### src/rtl/mtdc_pkg.sv
`timescale 1ns / 1ps
`default_nettype none
// ============================================================================
// mtdc_pkg - shared constants, types and tables for the magnitude mapper
// Holds the fixed-point widths, register codes, the log2 mantissa ROM and
// the 3-3-2 heat colormap table, all built at elaboration.
// ============================================================================
package mtdc_pkg;

    // Input format and log table size
    localparam int MAG_WIDTH      = 32;
    localparam int MAG_FRAC_BITS  = 16;
    localparam int LOG_TABLE_BITS = 8;
    localparam int LOG_ENTRIES    = 1 << LOG_TABLE_BITS;
    localparam int POS_W          = $clog2(MAG_WIDTH);

    // log2 in signed Q.16
    localparam int LOG_FRAC = 16;
    localparam int LOG_W    = $clog2(MAG_WIDTH + MAG_FRAC_BITS) + LOG_FRAC + 1;

    // round(2^16 * 20*log10(2)), held signed with one spare sign bit
    localparam int DB_K   = 394566;
    localparam int DB_K_W = 20;
    localparam logic signed [DB_K_W-1:0] DB_K_S = DB_K_W'(DB_K);

    // Register widths
    localparam int OFFSET_W    = 10;
    localparam int SLOPE_W     = 16;
    localparam int MODE_W      = 2;
    localparam int CFG_DATA_W  = 16;
    localparam int CFG_INDEX_W = 2;

    // Level arithmetic: level held in Q.40
    localparam int LEVEL_FRAC = 40;
    localparam int PROD1_W    = LOG_W + DB_K_W;
    localparam int PROD2_W    = PROD1_W + SLOPE_W + 1;
    localparam int SUM_W      = PROD2_W + 1;
    localparam int LEVEL_W    = 8;
    localparam int PIXEL_W    = 8;

    // Valid stages from input register to result register
    localparam int PIPE_DEPTH = 7;

    // Register indexes
    typedef enum logic [CFG_INDEX_W-1:0] {
        REG_GAIN_OFFSET = 2'd0,
        REG_DB_SLOPE    = 2'd1,
        REG_COLOR_MODE  = 2'd2
    } cfg_reg_t;

    // Colour modes; the unused code falls back to grayscale
    typedef enum logic [MODE_W-1:0] {
        MODE_GRAY    = 2'd0,
        MODE_INVERSE = 2'd1,
        MODE_HEAT    = 2'd2
    } color_mode_t;

    // Register reset values
    localparam logic signed [OFFSET_W-1:0] GAIN_OFFSET_RST = 10'sd100;
    localparam logic [SLOPE_W-1:0]         DB_SLOPE_RST    = 16'd544;
    localparam logic [MODE_W-1:0]          COLOR_MODE_RST  = MODE_HEAT;

    // Load enables for the stages behind the input register
    typedef struct packed {
        logic s1;
        logic s2;
        logic s3;
        logic s4;
        logic s5;
        logic s6;
    } stage_en_t;

    typedef logic [LOG_FRAC-1:0] log_rom_t [LOG_ENTRIES];
    typedef logic [PIXEL_W-1:0]  heat_tab_t [1 << LEVEL_W];

    // floor(2^16 * log2(1 + i/2^LOG_TABLE_BITS)) by repeated squaring in Q1.30
    function automatic log_rom_t gen_log_rom();
        log_rom_t               rom;
        logic [63:0]            y;
        logic [LOG_FRAC-1:0]    frac;
        for (int i = 0; i < LOG_ENTRIES; i++)
        begin
            y    = (64'd1 << 30) + (64'(i) << (30 - LOG_TABLE_BITS));
            frac = '0;
            for (int n = 0; n < LOG_FRAC; n++)
            begin
                y    = (y * y) >> 30;
                frac = {frac[LOG_FRAC-2:0], 1'b0};
                if (y >= (64'd1 << 31))
                begin
                    y       = y >> 1;
                    frac[0] = 1'b1;
                end
            end
            rom[i] = frac;
        end
        return rom;
    endfunction

    // Heat ramps: red and green rise late, blue rises then falls then rises
    function automatic heat_tab_t gen_heat_tab();
        heat_tab_t tab;
        int        r;
        int        g;
        int        b;
        int        num;
        for (int k = 0; k < (1 << LEVEL_W); k++)
        begin
            num = 40 * k - 2040;
            r   = (num < 0) ? 0 : num / 255;
            if (r > 7)
                r = 7;
            num = 40 * k - 6120;
            g   = (num < 0) ? 0 : num / 255;
            if (g > 7)
                g = 7;
            if (k <= 102)
                b = (4 * k) / 51;
            else if (k <= 204)
            begin
                num = 612 - 4 * k;
                b   = (num <= 0) ? 0 : num / 51;
            end
            else
                b = (4 * k - 816) / 51;
            if (b > 3)
                b = 3;
            tab[k] = {3'(r), 3'(g), 2'(b)};
        end
        return tab;
    endfunction

    localparam log_rom_t  LOG_ROM  = gen_log_rom();
    localparam heat_tab_t HEAT_TAB = gen_heat_tab();

endpackage
`default_nettype wire

### src/rtl/mtdc_log.sv
`timescale 1ns / 1ps
`default_nettype none
// ============================================================================
// mtdc_log - fixed-point log2 of the magnitude
// Stage one finds the leading one; stage two normalises the bits below it,
// looks up the mantissa ROM and forms log2 in signed Q.16.
// ============================================================================
module mtdc_log (
    input  logic                            clk,
    input  mtdc_pkg::stage_en_t             en,
    input  logic [mtdc_pkg::MAG_WIDTH-1:0]  mag,
    output logic [mtdc_pkg::LOG_W-1:0]      lg,
    output logic                            zero
);
    import mtdc_pkg::*;

    logic [POS_W-1:0]                  pos_next;
    logic [POS_W-1:0]                  pos_reg;
    logic [MAG_WIDTH-1:0]              mant_reg;
    logic                              z1_reg;
    logic [MAG_WIDTH+LOG_TABLE_BITS-1:0] norm;
    logic [LOG_TABLE_BITS-1:0]         idx;
    logic [LOG_W-1:0]                  lg_next;
    logic [LOG_W-1:0]                  lg_reg;
    logic                              z2_reg;

    // Find the leading-one position
    always_comb
    begin
        pos_next = '0;
        for (int i = 0; i < MAG_WIDTH; i++)
        begin
            if (mag[i])
                pos_next = POS_W'(i);
        end
    end

    // Hold position, magnitude and zero flag
    always_ff @(posedge clk)
    begin
        if (en.s1)
        begin
            pos_reg  <= pos_next;
            mant_reg <= mag;
            z1_reg   <= (mag == '0);
        end
    end

    // Take the table bits just below the leading one
    assign norm = {mant_reg, {LOG_TABLE_BITS{1'b0}}} >> pos_reg;
    assign idx  = norm[LOG_TABLE_BITS-1:0];

    // Integer part from the position, fraction from the ROM
    assign lg_next = (LOG_W'(pos_reg) << LOG_FRAC)
                   - (LOG_W'(MAG_FRAC_BITS) << LOG_FRAC)
                   + LOG_W'(LOG_ROM[idx]);

    always_ff @(posedge clk)
    begin
        if (en.s2)
        begin
            lg_reg <= lg_next;
            z2_reg <= z1_reg;
        end
    end

    assign lg   = lg_reg;
    assign zero = z2_reg;

endmodule
`default_nettype wire

### src/rtl/mtdc_scale.sv
`timescale 1ns / 1ps
`default_nettype none
// ============================================================================
// mtdc_scale - decibel and slope scaling
// Two registered multiplies: log2 by 20*log10(2) in Q.16, then by the
// Q8.8 slope, giving the scaled level in Q.40.
// ============================================================================
module mtdc_scale (
    input  logic                                    clk,
    input  mtdc_pkg::stage_en_t                     en,
    input  logic [mtdc_pkg::LOG_W-1:0]              lg,
    input  logic                                    zero_in,
    input  logic [mtdc_pkg::SLOPE_W-1:0]            slope,
    output logic signed [mtdc_pkg::PROD2_W-1:0]     prod,
    output logic                                    zero_out
);
    import mtdc_pkg::*;

    logic signed [PROD1_W-1:0] p1_next;
    logic signed [PROD1_W-1:0] p1_reg;
    logic                      z3_reg;
    logic signed [PROD2_W-1:0] p2_next;
    logic signed [PROD2_W-1:0] p2_reg;
    logic                      z4_reg;

    // Convert log2 to decibels
    assign p1_next = PROD1_W'($signed(lg)) * PROD1_W'(DB_K_S);

    always_ff @(posedge clk)
    begin
        if (en.s3)
        begin
            p1_reg <= p1_next;
            z3_reg <= zero_in;
        end
    end

    // Apply intensity per decibel
    assign p2_next = PROD2_W'(p1_reg) * PROD2_W'($signed({1'b0, slope}));

    always_ff @(posedge clk)
    begin
        if (en.s4)
        begin
            p2_reg <= p2_next;
            z4_reg <= z3_reg;
        end
    end

    assign prod     = p2_reg;
    assign zero_out = z4_reg;

endmodule
`default_nettype wire

### src/rtl/mtdc_map.sv
`timescale 1ns / 1ps
`default_nettype none
// ============================================================================
// mtdc_map - level clamp and colour mapping
// Adds the offset, clamps the level to 0..255, then renders it as gray,
// inverse gray or the 3-3-2 heat colormap into the result register.
// ============================================================================
module mtdc_map (
    input  logic                                    clk,
    input  mtdc_pkg::stage_en_t                     en,
    input  logic signed [mtdc_pkg::PROD2_W-1:0]     prod,
    input  logic                                    zero,
    input  logic signed [mtdc_pkg::OFFSET_W-1:0]    offset,
    input  logic [mtdc_pkg::MODE_W-1:0]             mode,
    output logic [mtdc_pkg::PIXEL_W-1:0]            pixel,
    output logic [mtdc_pkg::LEVEL_W-1:0]            level
);
    import mtdc_pkg::*;

    logic signed [SUM_W-1:0]         sum;
    logic [SUM_W-2-LEVEL_FRAC:0]     whole;
    logic [LEVEL_W-1:0]              level_next;
    logic [LEVEL_W-1:0]              level_reg;
    logic [PIXEL_W-1:0]              pixel_next;
    logic [PIXEL_W-1:0]              pixel_reg;
    logic [LEVEL_W-1:0]              level_out_reg;

    // Add the offset in Q.40
    assign sum   = SUM_W'(prod) + (SUM_W'(offset) <<< LEVEL_FRAC);
    assign whole = sum[SUM_W-2:LEVEL_FRAC];

    // Clamp to the 8-bit level; zero magnitude forces black
    always_comb
    begin
        priority if (zero || sum[SUM_W-1])
            level_next = '0;
        else if (|whole[SUM_W-2-LEVEL_FRAC:LEVEL_W])
            level_next = '1;
        else
            level_next = whole[LEVEL_W-1:0];
    end

    always_ff @(posedge clk)
    begin
        if (en.s5)
            level_reg <= level_next;
    end

    // Render the level in the selected mode
    always_comb
    begin
        unique case (mode)
            MODE_INVERSE: pixel_next = ~level_reg;
            MODE_HEAT:    pixel_next = HEAT_TAB[level_reg];
            default:      pixel_next = level_reg;
        endcase
    end

    always_ff @(posedge clk)
    begin
        if (en.s6)
        begin
            pixel_reg     <= pixel_next;
            level_out_reg <= level_reg;
        end
    end

    assign pixel = pixel_reg;
    assign level = level_out_reg;

endmodule
`default_nettype wire

### src/rtl/magnitude_to_db_colormap_unit.sv
`timescale 1ns / 1ps
`default_nettype none
// ============================================================================
// magnitude_to_db_colormap_unit - spectrogram magnitude to display pixel
// Log2 by leading one and ROM, scaled to dB and by the slope, offset and
// clamped to a level, then shown as gray, inverse gray or RGB 3-3-2 heat.
// ============================================================================
//
//  Channel  Handshake              Payload
//  -------  ---------------------  ------------------------------------
//  cfg      cfg_wr_en              cfg_index, cfg_data
//  in       in_valid / in_stall    magnitude
//  out      out_valid / out_stall  pixel, level
//
//  One beat per cycle while out_stall is low; a beat passes through each stage
//  in turn to the output. Seven register stages: input register, leading one,
//  ROM lookup, two multiplies, clamp, map.
//  Each stage loads when empty or when the stage after it moves, so
//  in_stall rises only when all seven stages hold a beat and out_stall is high.
//  Reset empties the pipeline and restores the configuration registers.
//
module magnitude_to_db_colormap_unit (
    input  logic                                clk,
    input  logic                                rst_n,
    input  logic                                cfg_wr_en,
    input  logic [mtdc_pkg::CFG_INDEX_W-1:0]    cfg_index,
    input  logic [mtdc_pkg::CFG_DATA_W-1:0]     cfg_data,
    input  logic                                in_valid,
    output logic                                in_stall,
    input  logic [mtdc_pkg::MAG_WIDTH-1:0]      magnitude,
    output logic                                out_valid,
    input  logic                                out_stall,
    output logic [mtdc_pkg::PIXEL_W-1:0]        pixel,
    output logic [mtdc_pkg::LEVEL_W-1:0]        level
);
    import mtdc_pkg::*;

    logic signed [OFFSET_W-1:0] gain_offset_reg;
    logic [SLOPE_W-1:0]         db_slope_reg;
    logic [MODE_W-1:0]          color_mode_reg;
    logic [PIPE_DEPTH-1:0]      vld_reg;
    logic [PIPE_DEPTH-1:0]      vld_next;
    logic [PIPE_DEPTH-1:0]      ld;
    logic [MAG_WIDTH-1:0]       mag_reg;
    stage_en_t                  en;
    logic [LOG_W-1:0]           lg;
    logic                       lg_zero;
    logic signed [PROD2_W-1:0]  prod;
    logic                       prod_zero;

    // Write configuration registers
    always_ff @(posedge clk or negedge rst_n)
    begin
        if (!rst_n)
        begin
            gain_offset_reg <= GAIN_OFFSET_RST;
            db_slope_reg    <= DB_SLOPE_RST;
            color_mode_reg  <= COLOR_MODE_RST;
        end
        else if (cfg_wr_en)
        begin
            unique case (cfg_index)
                REG_GAIN_OFFSET: gain_offset_reg <= $signed(cfg_data[OFFSET_W-1:0]);
                REG_DB_SLOPE:    db_slope_reg    <= cfg_data[SLOPE_W-1:0];
                REG_COLOR_MODE:  color_mode_reg  <= cfg_data[MODE_W-1:0];
                default:         ;
            endcase
        end
    end

    // Load a stage when it is empty or its beat moves on
    always_comb
    begin
        ld[PIPE_DEPTH-1] = !vld_reg[PIPE_DEPTH-1] || !out_stall;
        for (int i = PIPE_DEPTH - 2; i >= 0; i--)
            ld[i] = !vld_reg[i] || ld[i+1];
    end

    // Advance the valid bits
    always_comb
    begin
        vld_next[0] = ld[0] ? in_valid : vld_reg[0];
        for (int i = 1; i < PIPE_DEPTH; i++)
            vld_next[i] = ld[i] ? vld_reg[i-1] : vld_reg[i];
    end

    always_ff @(posedge clk or negedge rst_n)
    begin
        if (!rst_n)
            vld_reg <= '0;
        else
            vld_reg <= vld_next;
    end

    // Capture the input beat
    always_ff @(posedge clk)
    begin
        if (ld[0])
            mag_reg <= magnitude;
    end

    assign en.s1 = ld[1];
    assign en.s2 = ld[2];
    assign en.s3 = ld[3];
    assign en.s4 = ld[4];
    assign en.s5 = ld[5];
    assign en.s6 = ld[6];

    mtdc_log u_log (
        .clk  (clk),
        .en   (en),
        .mag  (mag_reg),
        .lg   (lg),
        .zero (lg_zero)
    );

    mtdc_scale u_scale (
        .clk      (clk),
        .en       (en),
        .lg       (lg),
        .zero_in  (lg_zero),
        .slope    (db_slope_reg),
        .prod     (prod),
        .zero_out (prod_zero)
    );

    mtdc_map u_map (
        .clk    (clk),
        .en     (en),
        .prod   (prod),
        .zero   (prod_zero),
        .offset (gain_offset_reg),
        .mode   (color_mode_reg),
        .pixel  (pixel),
        .level  (level)
    );

    assign in_stall  = !ld[0];
    assign out_valid = vld_reg[PIPE_DEPTH-1];

    // Input back-pressure only with every stage occupied
    assert property (@(posedge clk) disable iff (!rst_n)
        in_stall |-> (&vld_reg))
        else $error("input stalled with an empty stage");

    // A free output never holds off the input
    assert property (@(posedge clk) disable iff (!rst_n)
        !out_stall |-> !in_stall)
        else $error("input stalled while the output drains");

    // A new result comes only from the clamp stage
    assert property (@(posedge clk) disable iff (!rst_n)
        $rose(out_valid) |-> $past(vld_reg[PIPE_DEPTH-2]))
        else $error("result appeared without a beat behind it");

endmodule
`default_nettype wire

### config.mk
export PLATFORM = sky130hd
export DESIGN_NAME = magnitude_to_db_colormap_unit
export DESIGN_NICKNAME = d
export VERILOG_FILES = /design/src/rtl/mtdc_pkg.sv /design/src/rtl/mtdc_log.sv /design/src/rtl/mtdc_scale.sv /design/src/rtl/mtdc_map.sv /design/src/rtl/magnitude_to_db_colormap_unit.sv
export SDC_FILE = /design/constraint.sdc
export NUM_CORES = 2
export LEC_CHECK = 0
export ABC_AREA = 1
export ABC_CLOCK_PERIOD_IN_PS = 13500
export BUFFER_PORTS_ARGS = -buffer_cell sky130_fd_sc_hd__clkbuf_2
export CAP_MARGIN = 15
export CORE_ASPECT_RATIO = 0.6
export CORE_UTILIZATION = 25
export DETAILED_ROUTE_END_ITERATION = 7
export SLEW_MARGIN = 40
export SYNTH_ARGS = -nofsm -noshare
export SYNTH_HDL_FRONTEND = slang
export SYNTH_SLANG_ARGS = --single-unit
### constraint.sdc
create_clock -name clk -period 13.5 [get_ports clk]
set_input_delay 0 -clock clk [delete_from_list [all_inputs] [get_ports clk]]
set_output_delay 0 -clock clk [all_outputs]
set_load 0.03 [all_outputs]
# Word level (Yosys, flattened, before mapping)
# Memories as Yosys holds them, arrays and structs flattened.
# Index checks and enable logic that the tools add are counted.
classes:
  bitwise_logic: 3
  addsub: 3
  multipliers: 2
  n_reduce_logical: 27
  n_shift: 1
  n_eq_ne: 4
  n_lt_le_gt_ge: 2
  mux: 36
op_table:
  columns: ["operator", "count"]
  rows:
  - ["$mux W5", 14]
  - ["$add A60 B50 Y61", 1]
  - ["$mul A42 B17 Y59", 1]
  - ["$mul A23 B19 Y42 const B", 1]
  - ["$shr A40 B5 Y8", 1]
  - ["$logic_not A32 Y1", 1]
  - ["$mux W16", 2]
  - ["$mux W4", 8]
  - ["$mux W8", 3]
  - ["$add A23 B16 Y23", 1]
  - ["$sub A21 B21 Y22 const B", 1]
  - ["$ge A9 B9 Y1 const B", 2]
  - ["$not A8 Y9", 2]
  - ["$pmux W8 S2", 1]
  - ["$reduce_or A16 Y1", 1]
  - ["$mux W3", 4]
  - ["$reduce_or A12 Y1", 1]
  - ["$logic_not A1 Y1", 9]
  - ["$logic_or A1 B1 Y1", 8]
  - ["$not A8 Y8", 1]
  - ["$reduce_or A8 Y1", 1]
  - ["$reduce_and A2 Y1", 3]
  - ["$eq A2 B1 Y1 const B", 2]
  - ["$eq A2 B2 Y1 const B", 2]
  - ["other kinds (5)", 7]
totals:
  ff_bits: 257
  elab_cells: 107
  mem_count: 2
  out_inout_bits: 18
  in_bits: 55
  rom_bits: 6144
mem_list:
  columns: ["memory", "depth", "width", "read_ports", "rd_clocked_by_memory_dff", "write_ports", "line", "source"]
  rows:
  - ["(no name shown)", 256, 16, 1, 0, 0, "mtdc_log.sv:56", "+ LOG_W'(LOG_ROM[idx]);"]
  - ["(no name shown)", 256, 8, 1, 0, 0, "mtdc_map.sv:54", "MODE_HEAT: pixel_next = HEAT_TAB[level_reg];"]

# Logic depth before layout (Yosys ltp)
logic_depth:
  ltp_word: 30
  ltp_mapped: 31
  ltp_nobuf: 29

# Cells and area by module
# From an unflattened synthesis, not the netlist that was laid out.
hier_totals:
  hier_cells: 6633
  hier_area_um2: 49083.3
modules_own_cells:
  columns: ["mod", "seq_area_each_um2", "cells_per_inst", "area_per_inst_um2", "instances"]
  rows:
  - ["mtdc_scale", 3093.0, 4845, 36648.9, 1]
  - ["mtdc_log", 1771.7, 1198, 7287.0, 1]
  - ["mtdc_map", 720.7, 418, 2770.2, 1]
  - ["magnitude_to_db_colormap_unit", 1844.3, 172, 2377.3, 1]

# Worst setup path after synthesis
# Ideal clock, no wire load.
synth_timing:
  path_kind: "reg-to-reg"
  from: "register u_scale.p1_reg[42]"
  to: "register u_scale.p2_reg[58], in the netlist u_scale.prod[58] (data pin)"
  synth_period_minus_slack_ns: 6.084
  setup_ns: 0.276
  path_slack_ns: 7.416
  required_ns: 13.224
  n_path_buf: 2
  stages_incl_launch_ff: 23
  arrival_time_ns: 5.809
  path_cell_list: "edfxtp_1 -> clkbuf_1 -> clkbuf_1 -> nand2_1 -> inv_1 -> fa_1 -> fa_1 -> fa_1 -> fa_1 -> fa_1 -> inv_1 -> fa_1 -> inv_1 -> ha_1 -> nand2_1 -> nor2_1 -> inv_1 -> nor4_1 -> nand4_1 -> o21ai_0 -> nand2_1 -> o311ai_0 -> xor2_1"
synth_via:
  elab_chain_len: 1
synth_lines:
  columns: ["element", "line", "source"]
  rows:
  - ["start, declared", "mtdc_scale.sv:20", "logic signed [PROD1_W-1:0] p1_reg;"]
  - ["start signal, assigned", "mtdc_scale.sv:33", "p1_reg <= p1_next;"]
  - ["$mul A42 B17 Y59", "mtdc_scale.sv:39", "assign p2_next = PROD2_W'(p1_reg) * PROD2_W'($signed({1'b0, slope}));"]
  - ["named net u_scale.p2_next[58]", "mtdc_scale.sv:22", "logic signed [PROD2_W-1:0] p2_next;"]
  - ["end signal, assigned", "mtdc_scale.sv:45", "p2_reg <= p2_next;"]
  - ["end, declared", "mtdc_scale.sv:23", "logic signed [PROD2_W-1:0] p2_reg;"]
# The timed path passes the listed nets, and every way through them passes these cells.
# A chain may end at the register's enable or synchronous reset.

# Worst setup path in the final report
layout_timing:
  from: "register db_slope_reg[2]"
  to: "register u_scale.p2_reg[58], in the netlist u_scale.prod[58] (data pin)"
layout_via:
  elab_chain_len: 1
layout_lines:
  columns: ["element", "line", "source"]
  rows:
  - ["start, declared", "magnitude_to_db_colormap_unit.sv:39", "logic [SLOPE_W-1:0] db_slope_reg;"]
  - ["start signal, assigned", "magnitude_to_db_colormap_unit.sv:64", "REG_DB_SLOPE: db_slope_reg <= cfg_data[SLOPE_W-1:0];"]
  - ["$mul A42 B17 Y59", "mtdc_scale.sv:39", null]
  - ["named net u_scale.p2_next[58]", "mtdc_scale.sv:22", null]
# The timed path passes the listed nets, and every way through them passes these cells.

==> results.cfg <==
[outcome]
status = complete, no violations

[place]
place.gp.congestion = 0.989
hpwl_um = 112000
placed_cell_area_sq_um = 45700
port_buffers = 72
pre_cts_ws_ns = 6.29

[timing]
rsz0062_at_grt = false
setup_viol = 0
whs_ns = 0.0571
worst_slew_pin_slew_ns = 0.926
max_freq_mhz = 137
fin_worst_skew_ns = 0.0209
period_needed_ns = 7.31
hold_viol = 0
slew_headroom_pct = 38.3
finalMaxSlewViolations = 0
fin_setup_tns_ns = 0
period_share_pct = 54.1
layout_setup_ws_ns = 6.19

[yosys]
syn_nets = 6558
yosysTopAreaCell = fa_1
ys_ff_latch = 214
synth_most_common_cell = inv_1
synth_commonest_cells = 1444 x inv_1, 1246 x nand2_1, 719 x fa_1
ys.flop_type = edfxtp_1
synth_edf_count = 179
ys_types = 64
syn_inst = 5425
async_flop_share_pct = 16.4
yosysSeqAreaShare_pct = 14.5
yosys_warnings = 0
syn_area_sq_um = 43100
synth_top_area_share_pct = 33.4
synth_area_leaders = fa_1 33%, inv_1 13%, edfxtp_1 12%, nand2_1 11%, ha_1 10%
syn_area_per_cell_sq_um = 7.95

[routing]
vias_per_cell = 4.64
ant_nets = 0
first_pass_iters = 6
route.detailed.drc = 0
drtIter0Drc = 4200
routedWlPerCell_um = 18.4
wirelength_um = 142000
vias = 35699

[worst_setup_path]
timing.critical_path.from = db_slope_reg[2]$_DFFE_PN0P_
crit_chain = buf_4 > nand2_1 > inv_1 > fa_1 > fa_1 > fa_1 > fa_1 > fa_1 > inv_1 > fa_1 > inv_1 > ha_1 > nand2_1 > nor2_1 > inv_1 > nor4_1 > nand4_1 > o21ai_0 > nand2_1 > o311ai_0 > xor2_1
cp_common_cell = fa_1
critPathKind = register to register
cp-start-kind = register
path_max_fanout = 26
endpoint_kind = register
cpLargestDelayFamily = adder cells
regToRegStartpoint = db_slope_reg[2]$_DFFE_PN0P_
worstPathArrival_ns = 7.66
reg2reg_slack_ns = 6.19
slowest_stage = fa_1
cp_num_buf_inv = 5
cp.required_ns = 13.85
cp_slowest_stage_delay_ns = 0.83

[layout]
fill_cells = 18392
nNetsFinal = 6538
largest_reg_flops = 42
synthToLayoutAreaGrowth_pct = 9.81
final_area_sq_um = 47400
drive_gt1_share_pct = 4.99
antenna_cells = 0

[clock_tree]
postCtsSetupBuffers = 0
cts_tree = built
htreeDepth = 1
numCtsBuffers = 29
ctsResizeCount = 0
clock_sinks = 214
path_clk_slew_ns = 0.06
cts_buffer_depth = 3
holdBufCountCts = 55
root_buffer = clkbuf_16
clock_latency_ns = 0.63

[floorplanning]
core-area_sq_um = 170000
fp.dieW_um = 538
num_rows = 117
die_y_um = 324
ios = 73
start_util_pct = 25.3
die-area_sq_um = 174000

[job]
maxCapViolations = 0

[global_routing]
grt_pass1_vias = 35963
antenna_found_initial = 2
grt_usage_pct = 16.3
overflow = 0
grt_pass1_wl_um = 220000
grt_max_degree = 56

[min_path]
hp-class = input pin to async pin
per-layer routing:
layer	up-vias	GRT usage [%]	wire length [um]
li1	16225	-	-
met1	17575	25.8	69900
met2	1770	21.2	51400
met3	127	4.99	18300
met4	2	2.60	2020
met5	-	0	13
final cells by class:
type	count	area, sq um	share of cell area, %
clock buffer	32	737	1.56
sequential	214	6260	13.2
clock inverter	22	268	0.565
tap	2261	2830	5.97
inverter	1470	5520	11.7
timing repair buffer	185	1410	2.98
multi-input combinational	3505	30300	64.1
worst min-delay path: cells and delay by family:
family / cells / cell delay, ns
buffers and inverters: 3 / 1.17
worst paths after layout:
kind | end | depth (start not counted)
setup / recovery | u_scale.prod[58]$_DFFE_PP_ | 21
hold / removal | color_mode_reg[0]$_DFFE_PN0P_ | 3
setup reg to reg | u_scale.prod[58]$_DFFE_PP_ | 21
hold reg to reg | u_log.zero$_DFFE_PP_ | 0
max in group asynchronous | db_slope_reg[15]$_DFFE_PN0P_ | 3
min in group clk | mag_reg[17]$_DFFE_PN_ | 2
cell families (layout without fill, tap and decap cells):
| kind of cell | Yosys count | after routing | synth area share [%] |
|---|---|---|---|
| AOI/OAI and AO/OA | 640 | 640 | 8.55 |
| xor gates and xnor gates | 101 | 101 | 2.05 |
| adders and majority gates | 1078 | 1078 | 43.8 |
| buffers and inverters | 1706 | 1709 | 15.2 |
| DFF | 214 | 214 | 14.5 |
| muxes | 8 | 8 | 0.203 |
| and+or+nand+nor | 1678 | 1678 | 15.7 |
cell usage in the layout, fill, tap and decap left out, types with 15 or more instances in the layout:
cell and instances:
a21oi_1 211, nor2_1 195, o21a_1 15, edfxtp_1 179, o21ai_1 73, inv_1 1440
dfrtp_1 29, nand4_1 23, ha_1 359, nand2_1 1246, o21ai_0 177, dlygate4sd3_1 55
inv_2 28, clkbuf_16 29, o211ai_1 37, a31oi_1 30, xor2_1 56, nand3_1 138
fa_1 719, buf_4 45, xnor2_1 45, clkbuf_2 72
stage by stage:
| step | utilization, % | instances |
|---|---|---|
| 2_1_floorplan | - | 5425 |
| 3_3_place_gp | 26.8 | 7567 |
| 3_5_place_dp | 26.8 | 7571 |
| 4_1_cts | 27.7 | 7680 |
| 5_1_grt | 27.8 | 7689 |
| 6_report | 27.8 | 7689 |
Power is left out: the tool's default activity adds up to more than one toggle a clock period on the data nets, which glitch-free logic cannot reach.
